===== src/design/spdtmr_pkg.sv =====
`default_nettype none

package spdtmr_pkg;

    // Fixed speed thresholds, centi-mph
    localparam logic [15:0] STOP_SPEED   = 16'd100;   // 1 mph
    localparam logic [15:0] MOVING_SPEED = 16'd1000;  // 10 mph

    // Register indexes on the configuration port
    localparam int unsigned CFG_ADDR_W = 3;
    localparam logic [CFG_ADDR_W-1:0] REG_BLOCK_ENABLED  = 3'd0;
    localparam logic [CFG_ADDR_W-1:0] REG_AGE_LIMIT_MS   = 3'd1;
    localparam logic [CFG_ADDR_W-1:0] REG_STOP_FLOOR     = 3'd2;
    localparam logic [CFG_ADDR_W-1:0] REG_HDOP_LIMIT     = 3'd3;
    localparam logic [CFG_ADDR_W-1:0] REG_SPEED_CEILING  = 3'd4;
    localparam logic [CFG_ADDR_W-1:0] REG_TARGET_SPEED   = 3'd5;
    localparam logic [CFG_ADDR_W-1:0] REG_RUN_TIMEOUT_MS = 3'd6;
    localparam int unsigned CFG_DATA_W = 32;

    // Timer phase
    typedef enum logic [1:0] {
        PH_IDLE = 2'd0,
        PH_RUN  = 2'd1,
        PH_DONE = 2'd2
    } phase_t;

    // Configuration registers
    typedef struct packed {
        logic        block_enabled;
        logic [15:0] age_limit_ms;
        logic [15:0] stop_floor;
        logic [13:0] hdop_limit;
        logic [15:0] speed_ceiling;
        logic [15:0] target_speed;
        logic [31:0] run_timeout_ms;
    } cfg_t;

    localparam cfg_t CFG_RESET = '{
        block_enabled:  1'b0,
        age_limit_ms:   16'd2000,
        stop_floor:     16'd80,
        hdop_limit:     14'd400,
        speed_ceiling:  16'd20000,
        target_speed:   16'd6000,
        run_timeout_ms: 32'd60000
    };

    // Tracker state carried between updates
    typedef struct packed {
        logic [15:0] held_speed;
        logic [15:0] peak_speed;
        logic        peak_rearm;
        phase_t      timer_phase;
        logic [31:0] run_start;
        logic [31:0] run_elapsed;
        logic [31:0] previous_run;
        logic        fix_held;
        logic [31:0] fix_search_start;
        logic [31:0] fix_time;
    } state_t;

    localparam state_t STATE_RESET = '{
        held_speed:       16'd0,
        peak_speed:       16'd0,
        peak_rearm:       1'b0,
        timer_phase:      PH_IDLE,
        run_start:        32'd0,
        run_elapsed:      32'd0,
        previous_run:     32'd0,
        fix_held:         1'b0,
        fix_search_start: 32'd0,
        fix_time:         32'd0
    };

    // Input word
    typedef struct packed {
        logic [31:0] now_ms;
        logic        fix_valid;
        logic [31:0] fix_age_ms;
        logic [15:0] speed_centi_mph;
        logic [13:0] hdop_centi;
    } in_word_t;

    // Result word
    typedef struct packed {
        logic [15:0] shown_speed;
        logic [15:0] max_speed;
        logic [1:0]  run_phase;
        logic [31:0] run_time_ms;
        logic [31:0] last_run_ms;
        logic        run_finished;
        logic        run_timed_out;
        logic        have_fix;
        logic        fix_acquired;
        logic [31:0] fix_duration_ms;
    } out_word_t;

endpackage

`default_nettype wire


===== src/design/spdtmr_update.sv =====
`default_nettype none

// One receiver update applied to the tracker state: next state and result word.
module spdtmr_update (
    input  var spdtmr_pkg::cfg_t      cfg,
    input  var spdtmr_pkg::state_t    state_cur,
    input  var spdtmr_pkg::in_word_t  in_word,
    output var spdtmr_pkg::state_t    state_new,
    output var spdtmr_pkg::out_word_t out_word
);

    spdtmr_pkg::state_t st;
    logic        fresh;
    logic        good_hdop;
    logic [15:0] spd;
    logic        finished;
    logic        timed_out;
    logic        acquired;

    always_comb begin
        st        = state_cur;
        finished  = 1'b0;
        timed_out = 1'b0;
        acquired  = 1'b0;
        fresh     = in_word.fix_valid &&
                    (in_word.fix_age_ms < {16'd0, cfg.age_limit_ms});
        good_hdop = in_word.hdop_centi < cfg.hdop_limit;
        // low-speed floor
        spd       = (in_word.speed_centi_mph < cfg.stop_floor) ? 16'd0
                                                               : in_word.speed_centi_mph;

        if (cfg.block_enabled) begin
            if (fresh) begin
                st.held_speed = spd;

                // time to first fix
                if (!st.fix_held) begin
                    st.fix_time = in_word.now_ms - st.fix_search_start;
                    st.fix_held = 1'b1;
                    acquired    = 1'b1;
                end

                if (good_hdop) begin
                    // peak speed with re-arm after a stop
                    if (spd > st.peak_speed && spd < cfg.speed_ceiling) begin
                        st.peak_speed = spd;
                    end
                    if (spd < spdtmr_pkg::STOP_SPEED) begin
                        st.peak_rearm = 1'b1;
                    end
                    if (spd > spdtmr_pkg::MOVING_SPEED && st.peak_rearm) begin
                        st.peak_rearm = 1'b0;
                        st.peak_speed = spd;
                    end

                    // zero-to-target timer
                    if (spd <= spdtmr_pkg::STOP_SPEED) begin
                        st.timer_phase = spdtmr_pkg::PH_IDLE;
                    end
                    if (spd > spdtmr_pkg::STOP_SPEED && spd < cfg.target_speed &&
                        st.timer_phase == spdtmr_pkg::PH_IDLE) begin
                        st.run_start   = in_word.now_ms;
                        st.timer_phase = spdtmr_pkg::PH_RUN;
                    end
                    if (spd > spdtmr_pkg::MOVING_SPEED &&
                        st.timer_phase == spdtmr_pkg::PH_RUN) begin
                        st.run_elapsed = in_word.now_ms - st.run_start;
                    end
                    if (spd >= cfg.target_speed &&
                        st.timer_phase == spdtmr_pkg::PH_RUN) begin
                        st.timer_phase  = spdtmr_pkg::PH_DONE;
                        st.previous_run = st.run_elapsed;
                        finished        = 1'b1;
                    end
                    // timeout restores the last run time
                    if (st.run_elapsed > cfg.run_timeout_ms) begin
                        st.run_elapsed = st.previous_run;
                        st.timer_phase = spdtmr_pkg::PH_DONE;
                        timed_out      = 1'b1;
                    end
                end
            end else if (st.fix_held) begin
                // fix lost: restart fix timing
                st.fix_held         = 1'b0;
                st.fix_search_start = in_word.now_ms;
            end
        end
    end

    assign state_new = st;

    always_comb begin
        out_word.shown_speed     = st.held_speed;
        out_word.max_speed       = st.peak_speed;
        out_word.run_phase       = st.timer_phase;
        out_word.run_time_ms     = st.run_elapsed;
        out_word.last_run_ms     = st.previous_run;
        out_word.run_finished    = finished;
        out_word.run_timed_out   = timed_out;
        out_word.have_fix        = st.fix_held;
        out_word.fix_acquired    = acquired;
        out_word.fix_duration_ms = st.fix_time;
    end

endmodule

`default_nettype wire


===== src/design/speed_max_and_zero_to_target_timer_core.sv =====
// Speed display, peak speed, zero-to-target timer and time-to-first-fix tracker.
// Input channel s_valid/s_ready/s_data carries one receiver update per word;
// result channel m_valid/m_ready/m_data returns exactly one result word per update.
// Configuration: cfg_wr_en writes cfg_wdata to the register at cfg_addr on the
// clock edge, no wait states; unused addresses are ignored. Write only while idle.
// Path: input register, result register, m_data. Throughput: one word per cycle
// while m_ready is high; the update is a single pass of compares and 32-bit
// subtracts between the input register and the result register, and the
// tracker state is written at the same edge that loads the result register.
// Stall: when m_ready is low the result register holds, the input register keeps
// one further word, and s_ready drops only once both are full.
// Reset (aresetn low, synchronous): both channels empty, tracker state cleared,
// timer idle, configuration back to its defaults (block disabled).
`default_nettype none

module speed_max_and_zero_to_target_timer_core (
    input  var logic                                   aclk,
    input  var logic                                   aresetn,
    // configuration
    input  var logic                                   cfg_wr_en,
    input  var logic [spdtmr_pkg::CFG_ADDR_W-1:0]      cfg_addr,
    input  var logic [spdtmr_pkg::CFG_DATA_W-1:0]      cfg_wdata,
    // updates in
    input  var logic                                   s_valid,
    output var logic                                   s_ready,
    input  var spdtmr_pkg::in_word_t                   s_data,
    // results out
    output var logic                                   m_valid,
    input  var logic                                   m_ready,
    output var spdtmr_pkg::out_word_t                  m_data
);

    spdtmr_pkg::cfg_t      cfg_reg;
    spdtmr_pkg::cfg_t      cfg_next;
    spdtmr_pkg::state_t    state_reg;
    spdtmr_pkg::state_t    state_next;
    spdtmr_pkg::in_word_t  in_word_reg;
    logic                  in_valid_reg;
    spdtmr_pkg::out_word_t out_word_reg;
    spdtmr_pkg::out_word_t out_word_next;
    logic                  out_valid_reg;
    logic                  advance;

    // register write decode
    always_comb begin
        cfg_next = cfg_reg;
        if (cfg_wr_en) begin
            unique case (cfg_addr)
                spdtmr_pkg::REG_BLOCK_ENABLED:  cfg_next.block_enabled  = cfg_wdata[0];
                spdtmr_pkg::REG_AGE_LIMIT_MS:   cfg_next.age_limit_ms   = cfg_wdata[15:0];
                spdtmr_pkg::REG_STOP_FLOOR:     cfg_next.stop_floor     = cfg_wdata[15:0];
                spdtmr_pkg::REG_HDOP_LIMIT:     cfg_next.hdop_limit     = cfg_wdata[13:0];
                spdtmr_pkg::REG_SPEED_CEILING:  cfg_next.speed_ceiling  = cfg_wdata[15:0];
                spdtmr_pkg::REG_TARGET_SPEED:   cfg_next.target_speed   = cfg_wdata[15:0];
                spdtmr_pkg::REG_RUN_TIMEOUT_MS: cfg_next.run_timeout_ms = cfg_wdata;
                default: ;
            endcase
        end
    end

    always_ff @(posedge aclk) begin
        if (!aresetn) begin
            cfg_reg <= spdtmr_pkg::CFG_RESET;
        end else begin
            cfg_reg <= cfg_next;
        end
    end

    // pipeline handshake
    assign advance = in_valid_reg && (!out_valid_reg || m_ready);
    assign s_ready = !in_valid_reg || advance;

    // input register
    always_ff @(posedge aclk) begin
        if (!aresetn) begin
            in_valid_reg <= 1'b0;
        end else if (s_ready) begin
            in_valid_reg <= s_valid;
        end
    end

    always_ff @(posedge aclk) begin
        if (s_valid && s_ready) begin
            in_word_reg <= s_data;
        end
    end

    // update logic
    spdtmr_update u_update (
        .cfg       (cfg_reg),
        .state_cur (state_reg),
        .in_word   (in_word_reg),
        .state_new (state_next),
        .out_word  (out_word_next)
    );

    // tracker state
    always_ff @(posedge aclk) begin
        if (!aresetn) begin
            state_reg <= spdtmr_pkg::STATE_RESET;
        end else if (advance) begin
            state_reg <= state_next;
        end
    end

    // result register
    always_ff @(posedge aclk) begin
        if (!aresetn) begin
            out_valid_reg <= 1'b0;
        end else if (advance) begin
            out_valid_reg <= 1'b1;
        end else if (m_ready) begin
            out_valid_reg <= 1'b0;
        end
    end

    always_ff @(posedge aclk) begin
        if (advance) begin
            out_word_reg <= out_word_next;
        end
    end

    assign m_valid = out_valid_reg;
    assign m_data  = out_word_reg;

    // checks
    a_state_holds: assert property (@(posedge aclk) disable iff (!aresetn)
        !advance |=> $stable(state_reg))
        else $error("tracker state changed without an update");

    a_acquire_has_fix: assert property (@(posedge aclk) disable iff (!aresetn)
        (m_valid && m_data.fix_acquired) |-> m_data.have_fix)
        else $error("fix acquired pulse without fix held");

    a_timeout_done: assert property (@(posedge aclk) disable iff (!aresetn)
        (m_valid && m_data.run_timed_out) |-> (m_data.run_phase == spdtmr_pkg::PH_DONE))
        else $error("timeout without finished phase");

    a_disabled_quiet: assert property (@(posedge aclk) disable iff (!aresetn)
        (m_valid && !cfg_reg.block_enabled) |->
        !(m_data.run_finished || m_data.run_timed_out || m_data.fix_acquired))
        else $error("event pulse while block disabled");

endmodule

`default_nettype wire

===== config.mk =====
export PLATFORM = sky130hd
export DESIGN_NAME = speed_max_and_zero_to_target_timer_core
export DESIGN_NICKNAME = d
export VERILOG_FILES = /design/src/design/spdtmr_pkg.sv /design/src/design/spdtmr_update.sv /design/src/design/speed_max_and_zero_to_target_timer_core.sv
export SDC_FILE = /design/constraint.sdc
export NUM_CORES = 1
export LEC_CHECK = 0
export ABC_AREA = 1
export BUFFER_PORTS_ARGS = -buffer_cell sky130_fd_sc_hd__buf_4
export CAP_MARGIN = 10
export CORE_MARGIN = 1
export CORE_UTILIZATION = 50
export DETAILED_ROUTE_END_ITERATION = 12
export PLACE_DENSITY_LB_ADDON = 0.1
export SLEW_MARGIN = 40
export SYNTH_ARGS = -nofsm -noshare
export SYNTH_HDL_FRONTEND = slang
export SYNTH_SLANG_ARGS = --single-unit

===== constraint.sdc =====
create_clock -name aclk -period 10.6 [get_ports aclk]
set_input_delay 1.06 -clock aclk [delete_from_list [all_inputs] [get_ports aclk]]
set_output_delay 1.06 -clock aclk [all_outputs]
set_load 0.03 [all_outputs]

# After elaboration in Yosys (flattened, before gate mapping)
# Index checks and enable logic that the tools add are counted.
# word_totals
word_cells	119
ff_bits	538
inputBits	135
# op_classes
n_reduce_logical	27
n_lt_le_gt_ge	12
eq_ne	7
addsub	2
n_mux	36
bitwise	1
# ops
op	n
$mux W32	10
$mux W196	1
$mux W34	4
$mux W131	1
$mux W115	1
$sub A32 B32 Y32	2
$lt A16 B16 Y1	3
$gt A32 B32 Y1	1
$lt A32 B16 Y1	1
$mux W16	2
$mux W17	1
$ge A16 B16 Y1	1
$gt A16 B10 Y1 const B	1
$gt A16 B16 Y1	1
$gt A16 B7 Y1 const B	1
$le A16 B7 Y1 const B	1
$lt A16 B7 Y1 const B	1
$reduce_and A2 Y1	8
$lt A14 B14 Y1	1
$mux W2	6
$mux W1	10
$eq A3 B3 Y1 const B	3
$logic_and A1 B1 Y1	9
$reduce_and A4 Y1	2
10 further kinds	13

# Depth between registers and ports, before layout
# depth
depth_word	24
depth_mapped	61

# By module
# A second synthesis with hierarchy kept.
# unflattened
cells_unflattened	3895
hier_area_um2	30391.6
# modules_own_cells
mod	n_inst	area_each_um2	cells_per_inst
speed_max_and_zero_to_target_timer_core	1	19272.2	1929
spdtmr_update	1	11119.4	1966

# Least setup slack after synthesis
# OpenSTA, ideal clock, no wires.
# synth_path
kind	register to register
start	reg in_word_reg[19] in the netlist's numbering
end	reg out_word_reg (netlist bit m_data[69]) (data pin)
path_slack_ps	3170
arrival_time_ps	7173
stages_incl_launch_ff	51
setup_ps	256
path_buffers	6
path_cell_list	edfxtp_1 -> ha_1 -> a21oi_1 -> nor2_1 -> nor3_1 -> nand2_1 -> nand2_1 -> nand2_2 -> buf_6 -> buf_4 -> nand2_1 -> inv_1 -> ha_1 -> a21oi_1 -> nor2_1 -> a211oi_1 -> nor2_1 -> o21ai_0 -> (+15 left out) -> xnor2_1 -> o21ai_2 -> ha_1 -> a21oi_1 -> o21ai_0 -> nand3_1 -> nand2_1 -> nand2_1 -> a21boi_0 -> a2111oi_0 -> nand2_1 -> nand2_1 -> inv_1 -> nand2_2 -> buf_4 -> buf_6 -> nand3_1 -> a22o_1
# synth_rtl
element	line_no	rtl
from (decl)	speed_max_and_zero_to_target_timer_core.sv:37	spdtmr_pkg::in_word_t in_word_reg;
from (signal assigned)	speed_max_and_zero_to_target_timer_core.sv:84	in_word_reg <= s_data;
to (signal assigned)	speed_max_and_zero_to_target_timer_core.sv:119	out_word_reg <= out_word_next;
to (decl)	speed_max_and_zero_to_target_timer_core.sv:39	spdtmr_pkg::out_word_t out_word_reg;

==> impl_metrics.json <==
{
  "critPathCapture": "m_data[80]",
  "die_y_um": 235,
  "cts_tree": "yes",
  "min_delay_path_depth": 2,
  "syn2layout_area_growth_pct": 17.2,
  "via_count": 22500,
  "ys.flop_type": "dfxtp_1",
  "postSynthCellCount": 3186,
  "yosysSeqAreaShare_pct": 48.3,
  "ys_ff_latch": 538,
  "hold_violations": 0,
  "p_per_area_mw_per_mm2": 174,
  "drtPass1Iterations": 5,
  "slew-limit-headroom_pct": 45.0,
  "synthArstFlopShare_pct": 0,
  "wl_per_cell_um": 18.2,
  "final_cell_mix": "nand2_1 (545), inv_1 (508), a21oi_1 (344)",
  "report.final.slew_viol_count": 0,
  "status": "complete, no violations",
  "finClkSkew_ps": 12.6,
  "rsz0062_at_grt": "no",
  "stdcell_count": 4142,
  "setup_viol": 0,
  "hpwl_um": 54500,
  "die_w_um": 235,
  "dr.first_iter.drc_count": 1754,
  "synth_cell_type_count": 52,
  "synthesis.nets": 3507,
  "arrival_ps": 9970,
  "cpMostUsedCell": "nand2_1",
  "numPortBuffers": 270,
  "h-tree-depth": 2,
  "yosysWarnings": 0,
  "fill_cells": 4640,
  "synth_fa_ha_area_share_pct": 8.66,
  "clockBufferDepth": 3,
  "worstMarginPinSlew_ps": 821,
  "timing.rr.end": "m_data[80]",
  "critPathMaxFanout": 58,
  "dp_cells": 4033,
  "hold_slack_ps": 460,
  "synth_top_area_share_pct": 25.4,
  "grt_pass1_wl_um": 116000,
  "critPathSlowestCell": "nor4_1",
  "yosys.area.top_type": "edfxtp_1",
  "holdCritPathClass": "register to register",
  "synth_area_mm2": 0.0270,
  "nets": 3726,
  "max_stage_delay_ps": 490,
  "fin_crit_sh_pct": 90.5,
  "route.antenna.remaining_nets": 0,
  "diodes": 0,
  "cts_root_buf": "clkbuf_16",
  "ir_drop_uv": 160,
  "cap_violations": 0,
  "worstSetupStartpoint": "in_word_reg[29]",
  "syn_avg_cell_area_um2": 8.49,
  "layout-drive-gt1-share_pct": 12.4,
  "yosys-top-cells-area": "edfxtp_1 (25%), dfxtp_1 (23%), ha_1 (8.5%)",
  "num_rows": 84,
  "viasPerCell": 5.43,
  "wirelength_um": 75400,
  "post-route-min-period_ps": 9600,
  "grt_max_degree": 113,
  "synthXorXnorAreaFrac_pct": 1.85,
  "critPathLaunchType": "register",
  "path_clk_slew_ps": 60,
  "grt_usage_pct": 27.2,
  "gp_congestion": 0.953,
  "fp.dieArea_mm2": 0.0550,
  "synth_edf_count": 229,
  "io_pins": 271,
  "insertion_delay_ps": 620,
  "initial_core_util_pct": 51.1,
  "cts.sinks": 538,
  "max_freq_ghz": 0.104,
  "rr_worst_depth": 39,
  "timing.rr.start": "in_word_reg[29]",
  "final_common_cell": "nand2_1",
  "setup-tns-final_ps": 0,
  "grt_pass1_vias": 21200,
  "synth_simple_gate_area_share_pct": 13.7,
  "drc": 0,
  "yosys-mux-area-fraction_pct": 1.07,
  "cp_data_required_time_ps": 10970,
  "p_leak_nw": 14.6,
  "worstSetupPathType": "register to register",
  "end_kind": "register",
  "synth_top_family_by_area": "compound AO/OA/AOI/OAI gates",
  "largest_register_ffs": 196,
  "grt_overflow": 0,
  "antenna_found_initial": 3,
  "cts_made_buffers": 57,
  "synth-compound-area-share_pct": 17.2,
  "r2r_setup_slack_ps": 1000,
  "core_area_mm2": 0.0530
}
per-layer routing:
metal  wire length (um)  global-route usage, %  vias up  part of all wire, %
li1                   -                      -    11100                    -
met3               4650                   3.56      128                  6.2
met4               2230                   9.46        0                  3.0
met5                  0                      0        -                    0
met1              34300                   37.6    10500                   45
met2              34300                   43.8      735                   45
synthesized netlist by cell type (2+ instances only):
master     number
nand4_1        25
inv_1         510
nand3_1       108
a31oi_1        11
a2111oi_0       2
nand3_2         2
nor4_1         10
buf_6           5
a21o_1          7
nor2_4          4
mux2i_1        29
inv_2           5
ha_1          184
o211ai_1       62
a21boi_0        3
a211oi_1        8
xnor2_1        18
nor2_2          3
a21boi_1       17
a21oi_1       344
nor2_1        163
nor3_1         14
buf_4           4
clkbuf_1      100
o21ai_2         3
or2_2           8
o21bai_1       10
a221oi_1        3
nand2_2         6
fa_1            2
edfxtp_1      229
nand3b_1        3
nand2_1       546
a22o_1         25
o22ai_1        17
buf_2          17
o21ai_1        15
o221ai_1        3
dfxtp_1       309
buf_1           4
xor2_1         39
o21ai_0       299
critical path, delay by kind of cell, from the launching register on:
kind            cells  cell delay [ps]
fa+ha+maj           4             1220
compound gates     12             3160
flops               1              420
buf+inv             5              710
xor+xnor            1              240
mux                 1              320
simple gates       16             3210
where the power goes:
part	switching (mW)	total [mW]	internal (mW)
logic	0.719	1.07	0.348
clock network	0.852	2.15	1.30
registers	0.0475	2.31	2.26
repair_timing:
item                                    4_1_cts  5_1_grt
endpoints found under the setup margin        0       64
buffers inserted                              0        0
resized for setup                             0        2
hold buffers                                  0        0
area by class of cell:
cell class,instances,area (um^2),share of cell area (%)
sequential,538,13100,41.2
clock inverter,33,387,1.22
clock buffer,75,1660,5.23
timing repair buffer,290,2230,7.04
tap,688,861,2.72
multi-input combinational,2002,11500,36.4
inverter,516,1950,6.15
cell families after synthesis:
family,count (synthesis)
compound gates,835
xor+xnor,57
fa+ha+maj,186
buf+inv,646
flops,538
mux,29
simple gates,895
worst min-delay path by stage:
stage	from	endpoint	slack, ps
after floorplan	cfg_reg[94]	cfg_reg[94]	430
after global placement	state_reg[36]	state_reg[36]	450
after detailed placement	cfg_reg[67]	cfg_reg[67]	450
after CTS	cfg_reg[67]	cfg_reg[67]	460
after global routing	state_reg[45]	state_reg[45]	470
final	cfg_reg[67]	cfg_reg[67]	460
through the flow:
step | setup slack, ps | utilization [%] | cell area, um^2 | power [mW]
2_1_floorplan | 3170 | - | 27000 | 3.07
3_3_place_gp | 700 | 55.8 | 29500 | 3.36
3_5_place_dp | 743 | 55.9 | 29600 | 3.40
4_1_cts | 711 | 59.7 | 31600 | 5.54
5_1_grt | 81.0 | 59.8 | 31700 | 5.76
6_report | 1000 | 59.8 | 31700 | 5.52
Note: power is estimated with default switching activity, not from simulation.
